$ cat src/sv/i2cbe_pkg.sv
// Shared types, constants and helper functions for the I2C master bit engine.
// Used by the front end, the queue, the bus engine and the top level.
package i2cbe_pkg;

	localparam int DELAY_BITS = 16;
	localparam int FIFO_DEPTH = 4;
	localparam int FIFO_AW    = $clog2(FIFO_DEPTH);

	localparam int S_TDATA_W = 16;
	localparam int S_TUSER_W = 4;
	localparam int M_TDATA_W = 16;
	localparam int CFG_AW    = 4;

	localparam logic [CFG_AW-1:0] ADDR_LONG_DELAY  = 4'h0;
	localparam logic [CFG_AW-1:0] ADDR_SHORT_DELAY = 4'h4;
	localparam logic [CFG_AW-1:0] ADDR_POLL_LIMIT  = 4'h8;

	localparam logic [15:0] LONG_DELAY_RST  = 16'd16;
	localparam logic [15:0] SHORT_DELAY_RST = 16'd8;
	localparam logic [7:0]  POLL_LIMIT_RST  = 8'd250;

	localparam logic [32:0] DELAY_MAX = (33'd1 << DELAY_BITS) - 33'd1;

	typedef enum logic [2:0] {
		ACT_START    = 3'd0,
		ACT_STOP     = 3'd1,
		ACT_WRITE    = 3'd2,
		ACT_WAIT_ACK = 3'd3,
		ACT_READ     = 3'd4
	} act_t;

	typedef struct packed {
		logic       cmd;
		act_t       action;
		logic [7:0] tx_byte;
		logic       send_ack;
		logic       sda_in;
	} item_t;

	typedef struct packed {
		logic [15:0] long_delay;
		logic [15:0] short_delay;
		logic [7:0]  poll_limit;
	} cfg_t;

	function automatic logic [DELAY_BITS-1:0] load_delay(input logic [15:0] ticks);
		logic [32:0] d;
		d = {17'd0, ticks};
		if (d == 33'd0) begin
			d = 33'd1;
		end
		if (d > DELAY_MAX) begin
			d = DELAY_MAX;
		end
		return d[DELAY_BITS-1:0];
	endfunction

endpackage

$ cat src/sv/i2cbe_front.sv
// Front end: unpacks a stream transfer into one tick item and marks whether it
// carries a command that the engine can run. Depends on i2cbe_pkg.
module i2cbe_front (
	input  logic [i2cbe_pkg::S_TDATA_W-1:0] tdata,
	input  logic [i2cbe_pkg::S_TUSER_W-1:0] tuser,
	output i2cbe_pkg::item_t                item
);
	import i2cbe_pkg::*;

	logic [2:0] act_raw;

	assign act_raw = tuser[3:1];

	always_comb begin
		item.cmd      = tuser[0] && (act_raw <= 3'(ACT_READ));
		item.action   = act_t'(act_raw);
		item.tx_byte  = tdata[7:0];
		item.send_ack = tdata[8];
		item.sda_in   = tdata[9];
	end

endmodule

$ cat src/sv/i2cbe_fifo.sv
// Short queue of tick items between the front end and the bus engine.
// Depends on i2cbe_pkg for the item type and the depth.
module i2cbe_fifo (
	input  logic                      clk,
	input  logic                      arst_n,
	input  logic                      push,
	input  i2cbe_pkg::item_t          wr_item,
	input  logic                      pop,
	output i2cbe_pkg::item_t          rd_item,
	output logic                      full,
	output logic                      not_empty,
	output logic [i2cbe_pkg::FIFO_AW:0] level
);
	import i2cbe_pkg::*;

	item_t              mem_q [FIFO_DEPTH];
	logic [FIFO_AW-1:0] wr_ptr_q;
	logic [FIFO_AW-1:0] rd_ptr_q;
	logic [FIFO_AW:0]   count_q;

	assign full      = (count_q == (FIFO_AW+1)'(FIFO_DEPTH));
	assign not_empty = (count_q != '0);
	assign rd_item   = mem_q[rd_ptr_q];
	assign level     = count_q;

	always_ff @(posedge clk) begin
		if (push) begin
			mem_q[wr_ptr_q] <= wr_item;
		end
	end

	always_ff @(posedge clk or negedge arst_n) begin
		if (!arst_n) begin
			wr_ptr_q <= '0;
			rd_ptr_q <= '0;
			count_q  <= '0;
		end else begin
			if (push) begin
				wr_ptr_q <= wr_ptr_q + 1'b1;
			end
			if (pop) begin
				rd_ptr_q <= rd_ptr_q + 1'b1;
			end
			if (push && !pop) begin
				count_q <= count_q + 1'b1;
			end else if (pop && !push) begin
				count_q <= count_q - 1'b1;
			end
		end
	end

endmodule

$ cat src/sv/i2cbe_engine.sv
// Bus engine: runs the I2C phase sequencer one tick item at a time and holds
// the result in an output register. Depends on i2cbe_pkg.
module i2cbe_engine (
	input  logic                            clk,
	input  logic                            arst_n,
	input  i2cbe_pkg::cfg_t                 cfg,
	input  i2cbe_pkg::item_t                item,
	input  logic                            item_valid,
	output logic                            item_pop,
	output logic                            m_tvalid,
	input  logic                            m_tready,
	output logic [i2cbe_pkg::M_TDATA_W-1:0] m_tdata
);
	import i2cbe_pkg::*;

	typedef enum logic [12:0] {
		PH_IDLE    = 13'b0000000000001,
		PH_ST1     = 13'b0000000000010,
		PH_ST2     = 13'b0000000000100,
		PH_SP1     = 13'b0000000001000,
		PH_SP2     = 13'b0000000010000,
		PH_POLL    = 13'b0000000100000,
		PH_WR_HIGH = 13'b0000001000000,
		PH_WR_LOW  = 13'b0000010000000,
		PH_WR_NEXT = 13'b0000100000000,
		PH_RD_HIGH = 13'b0001000000000,
		PH_RD_NEXT = 13'b0010000000000,
		PH_AK_HIGH = 13'b0100000000000,
		PH_AK_LOW  = 13'b1000000000000
	} phase_t;

	phase_t                phase_q, phase_d;
	logic [DELAY_BITS-1:0] delay_q, delay_d;
	logic [3:0]            bit_q, bit_d;
	logic [7:0]            shift_q, shift_d;
	logic [7:0]            poll_q, poll_d;
	act_t                  act_q, act_d;
	logic                  ack_q, ack_d;
	logic                  scl_q, scl_d;
	logic                  sda_q, sda_d;
	logic                  drive_q, drive_d;
	logic [7:0]            rx_q, rx_d;
	logic                  done_d, err_d;
	logic                  m_tvalid_q;
	logic [M_TDATA_W-1:0]  m_tdata_q;
	logic [3:0]            bit_inc;

	assign item_pop = item_valid && (!m_tvalid_q || m_tready);
	assign m_tvalid = m_tvalid_q;
	assign m_tdata  = m_tdata_q;
	assign bit_inc  = bit_q + 4'd1;

	always_comb begin
		phase_d = phase_q;
		delay_d = delay_q;
		bit_d   = bit_q;
		shift_d = shift_q;
		poll_d  = poll_q;
		act_d   = act_q;
		ack_d   = ack_q;
		scl_d   = scl_q;
		sda_d   = sda_q;
		drive_d = drive_q;
		rx_d    = rx_q;
		done_d  = 1'b0;
		err_d   = 1'b0;
		if (phase_q == PH_IDLE) begin
			if (item.cmd) begin
				act_d = item.action;
				ack_d = item.send_ack;
				bit_d = 4'd0;
				poll_d = 8'd0;
				unique case (item.action)
					ACT_START: begin
						sda_d = 1'b1;
						scl_d = 1'b1;
						drive_d = 1'b1;
						delay_d = load_delay(cfg.long_delay);
						phase_d = PH_ST1;
					end
					ACT_STOP: begin
						scl_d = 1'b0;
						sda_d = 1'b0;
						drive_d = 1'b1;
						delay_d = load_delay(cfg.long_delay);
						phase_d = PH_SP1;
					end
					ACT_WRITE: begin
						scl_d = 1'b0;
						drive_d = 1'b1;
						sda_d = item.tx_byte[7];
						shift_d = {item.tx_byte[6:0], 1'b0};
						delay_d = load_delay(cfg.long_delay);
						phase_d = PH_WR_HIGH;
					end
					ACT_WAIT_ACK: begin
						drive_d = 1'b0;
						sda_d = 1'b1;
						scl_d = 1'b1;
						delay_d = load_delay(cfg.short_delay);
						phase_d = PH_POLL;
					end
					default: begin
						drive_d = 1'b0;
						scl_d = 1'b0;
						shift_d = 8'd0;
						delay_d = load_delay(cfg.long_delay);
						phase_d = PH_RD_HIGH;
					end
				endcase
			end
		end else if (delay_q > DELAY_BITS'(1)) begin
			delay_d = delay_q - 1'b1;
		end else begin
			unique case (phase_q)
				PH_ST1: begin
					sda_d = 1'b0;
					delay_d = load_delay(cfg.long_delay);
					phase_d = PH_ST2;
				end
				PH_ST2: begin
					scl_d = 1'b0;
					phase_d = PH_IDLE;
					done_d = 1'b1;
				end
				PH_SP1: begin
					scl_d = 1'b1;
					sda_d = 1'b1;
					delay_d = load_delay(cfg.long_delay);
					phase_d = PH_SP2;
				end
				PH_SP2: begin
					err_d = (act_q == ACT_WAIT_ACK);
					phase_d = PH_IDLE;
					done_d = 1'b1;
				end
				PH_POLL: begin
					if (!item.sda_in) begin
						drive_d = 1'b1;
						scl_d = 1'b0;
						phase_d = PH_IDLE;
						done_d = 1'b1;
					end else if (poll_q >= cfg.poll_limit) begin
						scl_d = 1'b0;
						sda_d = 1'b0;
						drive_d = 1'b1;
						delay_d = load_delay(cfg.long_delay);
						phase_d = PH_SP1;
					end else begin
						poll_d = poll_q + 8'd1;
						delay_d = '0;
					end
				end
				PH_WR_HIGH: begin
					scl_d = 1'b1;
					delay_d = load_delay(cfg.long_delay);
					phase_d = PH_WR_LOW;
				end
				PH_WR_LOW: begin
					scl_d = 1'b0;
					delay_d = load_delay(cfg.long_delay);
					phase_d = PH_WR_NEXT;
				end
				PH_WR_NEXT: begin
					bit_d = bit_inc;
					if (bit_inc < 4'd8) begin
						sda_d = shift_q[7];
						shift_d = {shift_q[6:0], 1'b0};
						delay_d = load_delay(cfg.long_delay);
						phase_d = PH_WR_HIGH;
					end else begin
						phase_d = PH_IDLE;
						done_d = 1'b1;
					end
				end
				PH_RD_HIGH: begin
					scl_d = 1'b1;
					shift_d = {shift_q[6:0], item.sda_in};
					delay_d = load_delay(cfg.short_delay);
					phase_d = PH_RD_NEXT;
				end
				PH_RD_NEXT: begin
					bit_d = bit_inc;
					scl_d = 1'b0;
					delay_d = load_delay(cfg.long_delay);
					if (bit_inc < 4'd8) begin
						phase_d = PH_RD_HIGH;
					end else begin
						drive_d = 1'b1;
						sda_d = !ack_q;
						phase_d = PH_AK_HIGH;
					end
				end
				PH_AK_HIGH: begin
					scl_d = 1'b1;
					delay_d = load_delay(cfg.long_delay);
					phase_d = PH_AK_LOW;
				end
				PH_AK_LOW: begin
					scl_d = 1'b0;
					rx_d = shift_q;
					phase_d = PH_IDLE;
					done_d = 1'b1;
				end
				default: begin
					phase_d = PH_IDLE;
				end
			endcase
		end
	end

	always_ff @(posedge clk or negedge arst_n) begin
		if (!arst_n) begin
			phase_q <= PH_IDLE;
			delay_q <= '0;
			bit_q <= '0;
			shift_q <= '0;
			poll_q <= '0;
			act_q <= ACT_START;
			ack_q <= 1'b0;
			scl_q <= 1'b1;
			sda_q <= 1'b1;
			drive_q <= 1'b1;
			rx_q <= '0;
			m_tvalid_q <= 1'b0;
		end else begin
			if (item_pop) begin
				phase_q <= phase_d;
				delay_q <= delay_d;
				bit_q <= bit_d;
				shift_q <= shift_d;
				poll_q <= poll_d;
				act_q <= act_d;
				ack_q <= ack_d;
				scl_q <= scl_d;
				sda_q <= sda_d;
				drive_q <= drive_d;
				rx_q <= rx_d;
				m_tvalid_q <= 1'b1;
			end else if (m_tready) begin
				m_tvalid_q <= 1'b0;
			end
		end
	end

	always_ff @(posedge clk) begin
		if (item_pop) begin
			m_tdata_q <= {2'b00, err_d, rx_d, done_d, (phase_d != PH_IDLE),
				drive_d, sda_d, scl_d};
		end
	end

endmodule

$ cat src/sv/i2c_master_bit_engine_top.sv
// Top level of the I2C master bit engine: stream ports, APB register file,
// front end, item queue and bus engine. Depends on i2cbe_pkg and the submodules.
//
// Each input transfer is one bus timing tick: s_tdata carries tx_byte, send_ack
// and the sampled SDA level, s_tuser carries cmd_valid and action. Every input
// transfer produces exactly one output transfer with the pin levels, busy and
// done flags, the last received byte and the acknowledge error flag as they
// stand after that tick. A command is taken only on a tick where the engine is
// idle; commands offered while busy and undefined actions are ignored.
// Each accepted input transfer is registered in the queue, and its result is
// registered in the output register. Throughput is one tick per cycle while the
// output receiver takes transfers; a stall holds the queue.
// A four-entry queue sits between the front end and the engine; when the output
// receiver stalls, the output register holds its transfer, the queue fills and
// s_tready falls once it is full. Reset empties the queue and output register,
// puts the engine idle with SCL and SDA driven high, and loads the delay
// registers with 16 and 8 ticks and the poll limit with 250.
// Registers: 0x0 long delay, 0x4 short delay, 0x8 poll limit.
module i2c_master_bit_engine_top (
	input  logic                            clk,
	input  logic                            arst_n,
	input  logic                            s_tvalid,
	output logic                            s_tready,
	// [7:0] tx_byte, [8] send_ack, [9] sda_in, [15:10] zero
	input  logic [i2cbe_pkg::S_TDATA_W-1:0] s_tdata,
	// [0] cmd_valid, [3:1] action
	input  logic [i2cbe_pkg::S_TUSER_W-1:0] s_tuser,
	output logic                            m_tvalid,
	input  logic                            m_tready,
	// [0] scl_level, [1] sda_level, [2] sda_drive, [3] busy_res, [4] done_res,
	// [12:5] rx_byte, [13] ack_error, [15:14] zero
	output logic [i2cbe_pkg::M_TDATA_W-1:0] m_tdata,
	input  logic                            psel,
	input  logic                            penable,
	input  logic                            pwrite,
	input  logic [i2cbe_pkg::CFG_AW-1:0]    paddr,
	input  logic [31:0]                     pwdata,
	output logic [31:0]                     prdata,
	output logic                            pready
);
	import i2cbe_pkg::*;

	cfg_t             cfg_q;
	item_t            front_item;
	item_t            queue_item;
	logic             q_full;
	logic             q_not_empty;
	logic             q_pop;
	logic [FIFO_AW:0] q_level;
	logic             cfg_wr;

	assign pready   = 1'b1;
	assign cfg_wr   = psel && penable && pwrite && pready;
	assign s_tready = !q_full;

	always_ff @(posedge clk or negedge arst_n) begin
		if (!arst_n) begin
			cfg_q.long_delay  <= LONG_DELAY_RST;
			cfg_q.short_delay <= SHORT_DELAY_RST;
			cfg_q.poll_limit  <= POLL_LIMIT_RST;
		end else if (cfg_wr) begin
			priority if (paddr == ADDR_LONG_DELAY) begin
				cfg_q.long_delay <= pwdata[15:0];
			end else if (paddr == ADDR_SHORT_DELAY) begin
				cfg_q.short_delay <= pwdata[15:0];
			end else if (paddr == ADDR_POLL_LIMIT) begin
				cfg_q.poll_limit <= pwdata[7:0];
			end
		end
	end

	always_comb begin
		priority if (paddr == ADDR_LONG_DELAY) begin
			prdata = {16'd0, cfg_q.long_delay};
		end else if (paddr == ADDR_SHORT_DELAY) begin
			prdata = {16'd0, cfg_q.short_delay};
		end else if (paddr == ADDR_POLL_LIMIT) begin
			prdata = {24'd0, cfg_q.poll_limit};
		end else begin
			prdata = 32'd0;
		end
	end

	i2cbe_front u_front (
		.tdata (s_tdata),
		.tuser (s_tuser),
		.item  (front_item)
	);

	i2cbe_fifo u_fifo (
		.clk       (clk),
		.arst_n    (arst_n),
		.push      (s_tvalid && s_tready),
		.wr_item   (front_item),
		.pop       (q_pop),
		.rd_item   (queue_item),
		.full      (q_full),
		.not_empty (q_not_empty),
		.level     (q_level)
	);

	i2cbe_engine u_engine (
		.clk        (clk),
		.arst_n     (arst_n),
		.cfg        (cfg_q),
		.item       (queue_item),
		.item_valid (q_not_empty),
		.item_pop   (q_pop),
		.m_tvalid   (m_tvalid),
		.m_tready   (m_tready),
		.m_tdata    (m_tdata)
	);

	// A completed command always leaves the engine idle.
	a_done_not_busy: assert property (@(posedge clk) disable iff (!arst_n)
		m_tvalid && m_tdata[4] |-> !m_tdata[3])
		else $error("done reported while still busy");

	// An acknowledge error is only reported on the completing tick.
	a_err_with_done: assert property (@(posedge clk) disable iff (!arst_n)
		m_tvalid && m_tdata[13] |-> m_tdata[4])
		else $error("ack error without done");

	// The queue never holds more items than its depth.
	a_queue_bound: assert property (@(posedge clk) disable iff (!arst_n)
		q_level <= (FIFO_AW+1)'(FIFO_DEPTH))
		else $error("queue overflow");

	// A pop only happens when the queue holds an item.
	a_pop_nonempty: assert property (@(posedge clk) disable iff (!arst_n)
		q_pop |-> q_level != '0)
		else $error("pop from empty queue");

endmodule

$ cat config.mk
export PLATFORM = sky130hd
export DESIGN_NAME = i2c_master_bit_engine_top
export DESIGN_NICKNAME = d
export VERILOG_FILES = /design/src/sv/i2cbe_pkg.sv /design/src/sv/i2cbe_front.sv /design/src/sv/i2cbe_fifo.sv /design/src/sv/i2cbe_engine.sv /design/src/sv/i2c_master_bit_engine_top.sv
export SDC_FILE = /design/constraint.sdc
export NUM_CORES = 1
export LEC_CHECK = 0
export BUFFER_PORTS_ARGS = -buffer_cell sky130_fd_sc_hd__buf_2
export CORE_ASPECT_RATIO = 0.6
export CORE_MARGIN = 8
export CORE_UTILIZATION = 60
export CTS_CLUSTER_DIAMETER = 120
export DETAILED_ROUTE_END_ITERATION = 16
export HOLD_SLACK_MARGIN = 0.12
export PLACE_DENSITY = 0.87
export SLEW_MARGIN = 20
export SYNTH_ARGS = -nofsm -noshare
export SYNTH_HDL_FRONTEND = slang
export SYNTH_HIERARCHICAL = 1
export SYNTH_SLANG_ARGS = --single-unit
$ cat constraint.sdc
create_clock -name clk -period 6.43 [get_ports clk]
set_input_delay 0.643 -clock clk [delete_from_list [all_inputs] [get_ports clk]]
set_output_delay 0.643 -clock clk [all_outputs]
set_load 0.02 [all_outputs]
==> metrics <==
RSZ-0062 raised after global routing no; Leak Pwr 4.40 nW; final-report hold violation count 0; hpwl dp 16800 um; clock transition at the registers of the reported paths 80 ps; drt first pass iters 7; sequential share of power 45.5%; die area 20400 um^2; ys async rst share 61.5%; total power 3.57 mW; slowest stage cell, crit path o22ai_1; Sink Count 182; sequential area share after synthesis 51.3%; Core ar. 15500 um^2; Vias/cell 6.46; max_cap viols 0; port bufs 72; CP Buf/Inv Count 0; # diodes 0; synthesis warning total 6; worst path cell trace nor4_1, nand4_1, o22ai_1, o2bb2ai_1, a21oi_1, a21oi_1; NumNets Final 989; Pwr Density 341 nW/um^2; CTS tree built; num rows 35; die height 114 um; # hold bufs at CTS 0; CP top delay family simple AND/OR/NAND/NOR gates; Crit Path Category reg -> reg; GR met2 Demand/Resource 35.2%; DR vias 7261; status finished, final reports clean; Comb power frac 22.7%; Wirelength per Cell 21.6 um; worst-path fanout max 19; GR Layer Usage met1 34.3%; Worst-Skew Late Latency 440 ps; Crit. End Element flop; Max Clock Skew 16.3 ps; # setup viols final 0; Yosys reg bits 182; EDFF count, synth 70; WP data required 6780 ps; GRT busiest layer met2; Crit path arrival time 4250 ps; Psw 1.25 mW; Slew headroom 17.0%; IO Count 114; Crit path top cell by count a21oi_1; Antenna Nets Post-Route 0; Critical Path Start Type flop; Tmin final 3900 ps; Synth cell types 75; DR iter-0 viols 1222; buffer count from post-CTS setup fixing 0; initial core utilization 61.8%; Worst Hold Class in -> async; layout cells sized above 1 22.0%; layout overhead on the synthesized area 9.46%; fin crit share 60.7%; CTS Root Cell clkbuf_16; IR drop worst, VDD 0.000277 V; initial antenna violation count 0; Placer Congestion 0.981; # DRC 0; # fillers 1115; switching portion of total power 34.9%; Bufs on Longest Clock Path 2; Max Fclk 256 MHz; fin. max-slew vios 0; vias in the first global route 7170; Syn Area/Cell 11.1 um^2; clock share of power 31.8%; GRT Total Usage 24.3%; Top FF cell, synth dfrtp_1; Power Internal 2.33 mW; Slew @ Worst Pin 1230 ps; met3 usage 7.75%; TritonCTS Buffers 17; setup TNS 0 ps; Post-Syn Area 9580 um^2; largest net degree at the start of global routing 69; CTS HTree Levels 4; Die Wd 179 um; final wirelength 24300 um; Cells after Synth 867; slowest stage delay, CP 1100 ps; Post-CTS Resized 0; remaining global-route overflow 0; first-pass GRT wire length 38700 um
per-layer routing:
layer  part of all wire [%]  vias to the layer above
met2                     43                      487
met5                      0                        -
met1                     42                     3471
met3                     12                       73
li1                       -                     3230
met4                    2.3                        0
state kept, by name, indices dropped and copies added (netlist names), 3 cells and up:
register	flops
u_engine/delay_q	16
cfg_q	40
u_engine/shift_q	8
u_engine/m_tdata	14
u_engine/act_q	3
u_engine/bit_q	4
u_fifo/mem_q	56
u_fifo/level	3
u_engine/rx_q	8
u_engine/poll_q	8
u_engine/phase_q	13
cells by family (layout without fill, tap and decap cells):
| family | count (synthesis) | after routing | share of synthesized area [%] |
|---|---|---|---|
| muxes | 76 | 76 | 11.2 |
| xor gates and xnor gates | 24 | 24 | 2.19 |
| DFF | 182 | 182 | 51.3 |
| and+or+nand+nor | 306 | 306 | 16.3 |
| buffers and inverters | 94 | 132 | 5.67 |
| adders and majority gates | 18 | 18 | 2.43 |
| AOI/OAI and AO/OA | 164 | 164 | 10.8 |
| other | 3 | 19 | 0.117 |
power groups by stage:
stage,sequential (mW),clock [mW],combinational [mW]
after floorplan,1.58,0,0.629
after global placement,1.62,0,0.759
after detailed placement,1.64,0,0.790
after CTS,1.62,1.15,0.799
after global routing,1.65,1.19,0.885
final,1.63,1.14,0.812
final timing paths:
kind                                            startpoint  slack, ps                               to  cells after the start
max                        u_engine/phase_q[5]$_DFFE_PN0P_       2530  u_engine/delay_q[9]$_DFFE_PN0P_                      6
min in group clk                                s_tdata[4]        410     u_fifo/mem_q[1][6]$_DFFE_PP_                      1
max in group asynchronous                           arst_n       4940    u_engine/bit_q[2]$_DFFE_PN0P_                      2
max reg2reg                u_engine/phase_q[5]$_DFFE_PN0P_       2530  u_engine/delay_q[9]$_DFFE_PN0P_                      6
min                                                 arst_n        190            cfg_q[33]$_DFFE_PN0P_                      1
min reg2reg                   u_engine/rx_q[0]$_DFFE_PN0P_        480     u_engine/rx_q[0]$_DFFE_PN0P_                      2
area by class of cell:
class                      count  area (um^2)  share of cell area (%)
clock buffer                  17          425                    4.05
clock inverter                15          228                    2.17
inverter                      24         90.1                   0.859
multi-input combinational    607         4180                    39.9
sequential                   182         4920                    46.9
tap                          203          254                    2.42
timing repair buffer          76          393                    3.74
layout by cell type, fill, tap and decap left out, types with 13 or more instances in the layout:
cell,instances
a21oi_1,59
buf_2,71
clkbuf_16,17
conb_1,19
dfrtp_1,100
edfxtp_1,70
ha_1,17
inv_1,24
mux2_2,48
nand2_1,102
nand3_1,30
nor2_1,61
nor3_1,17
nor4_1,16
o21ai_0,41
xor2_1,13
synthesized netlist by cell type (all sizes together) (5+ instances only):
cell | number | area share, %
dfstp | 12 | 3.3
nor2 | 63 | 2.7
nand3 | 31 | 1.7
xor2 | 13 | 1.2
nand4 | 12 | 0.78
o2bb2ai | 11 | 1.0
nand2 | 102 | 4.0
edfxtp | 70 | 22
or3 | 13 | 0.86
dfrtp | 100 | 26
nor4 | 17 | 1.2
nand2b | 7 | 0.46
ha | 17 | 2.2
mux2 | 59 | 7.3
inv | 24 | 0.94
xnor2 | 11 | 1.0
a22o | 9 | 0.82
buf | 43 | 3.7
mux4 | 14 | 3.5
a31oi | 5 | 0.33
or4 | 13 | 1.1
a21oi | 60 | 3.3
o21ai | 44 | 2.3
and3 | 5 | 0.33
nor3 | 18 | 1.1
and2 | 7 | 0.46
o31ai | 7 | 0.55
clkbuf | 27 | 1.1
stage by stage:
stage / setup WS (ps) / utilization (%) / hold WS (ps) / std cells / cell area (um^2)
floorplan: 3260 / - / 347 / 883 / 9640
global placement: 2720 / 63.5 / 448 / 1092 / 9840
detailed placement: 2740 / 63.5 / 464 / 1092 / 9840
CTS: 2710 / 67.7 / 202 / 1124 / 10500
global route: 2150 / 67.7 / 228 / 1124 / 10500
finish: 2530 / 67.7 / 191 / 1124 / 10500
(Power assumes the default switching activity.)
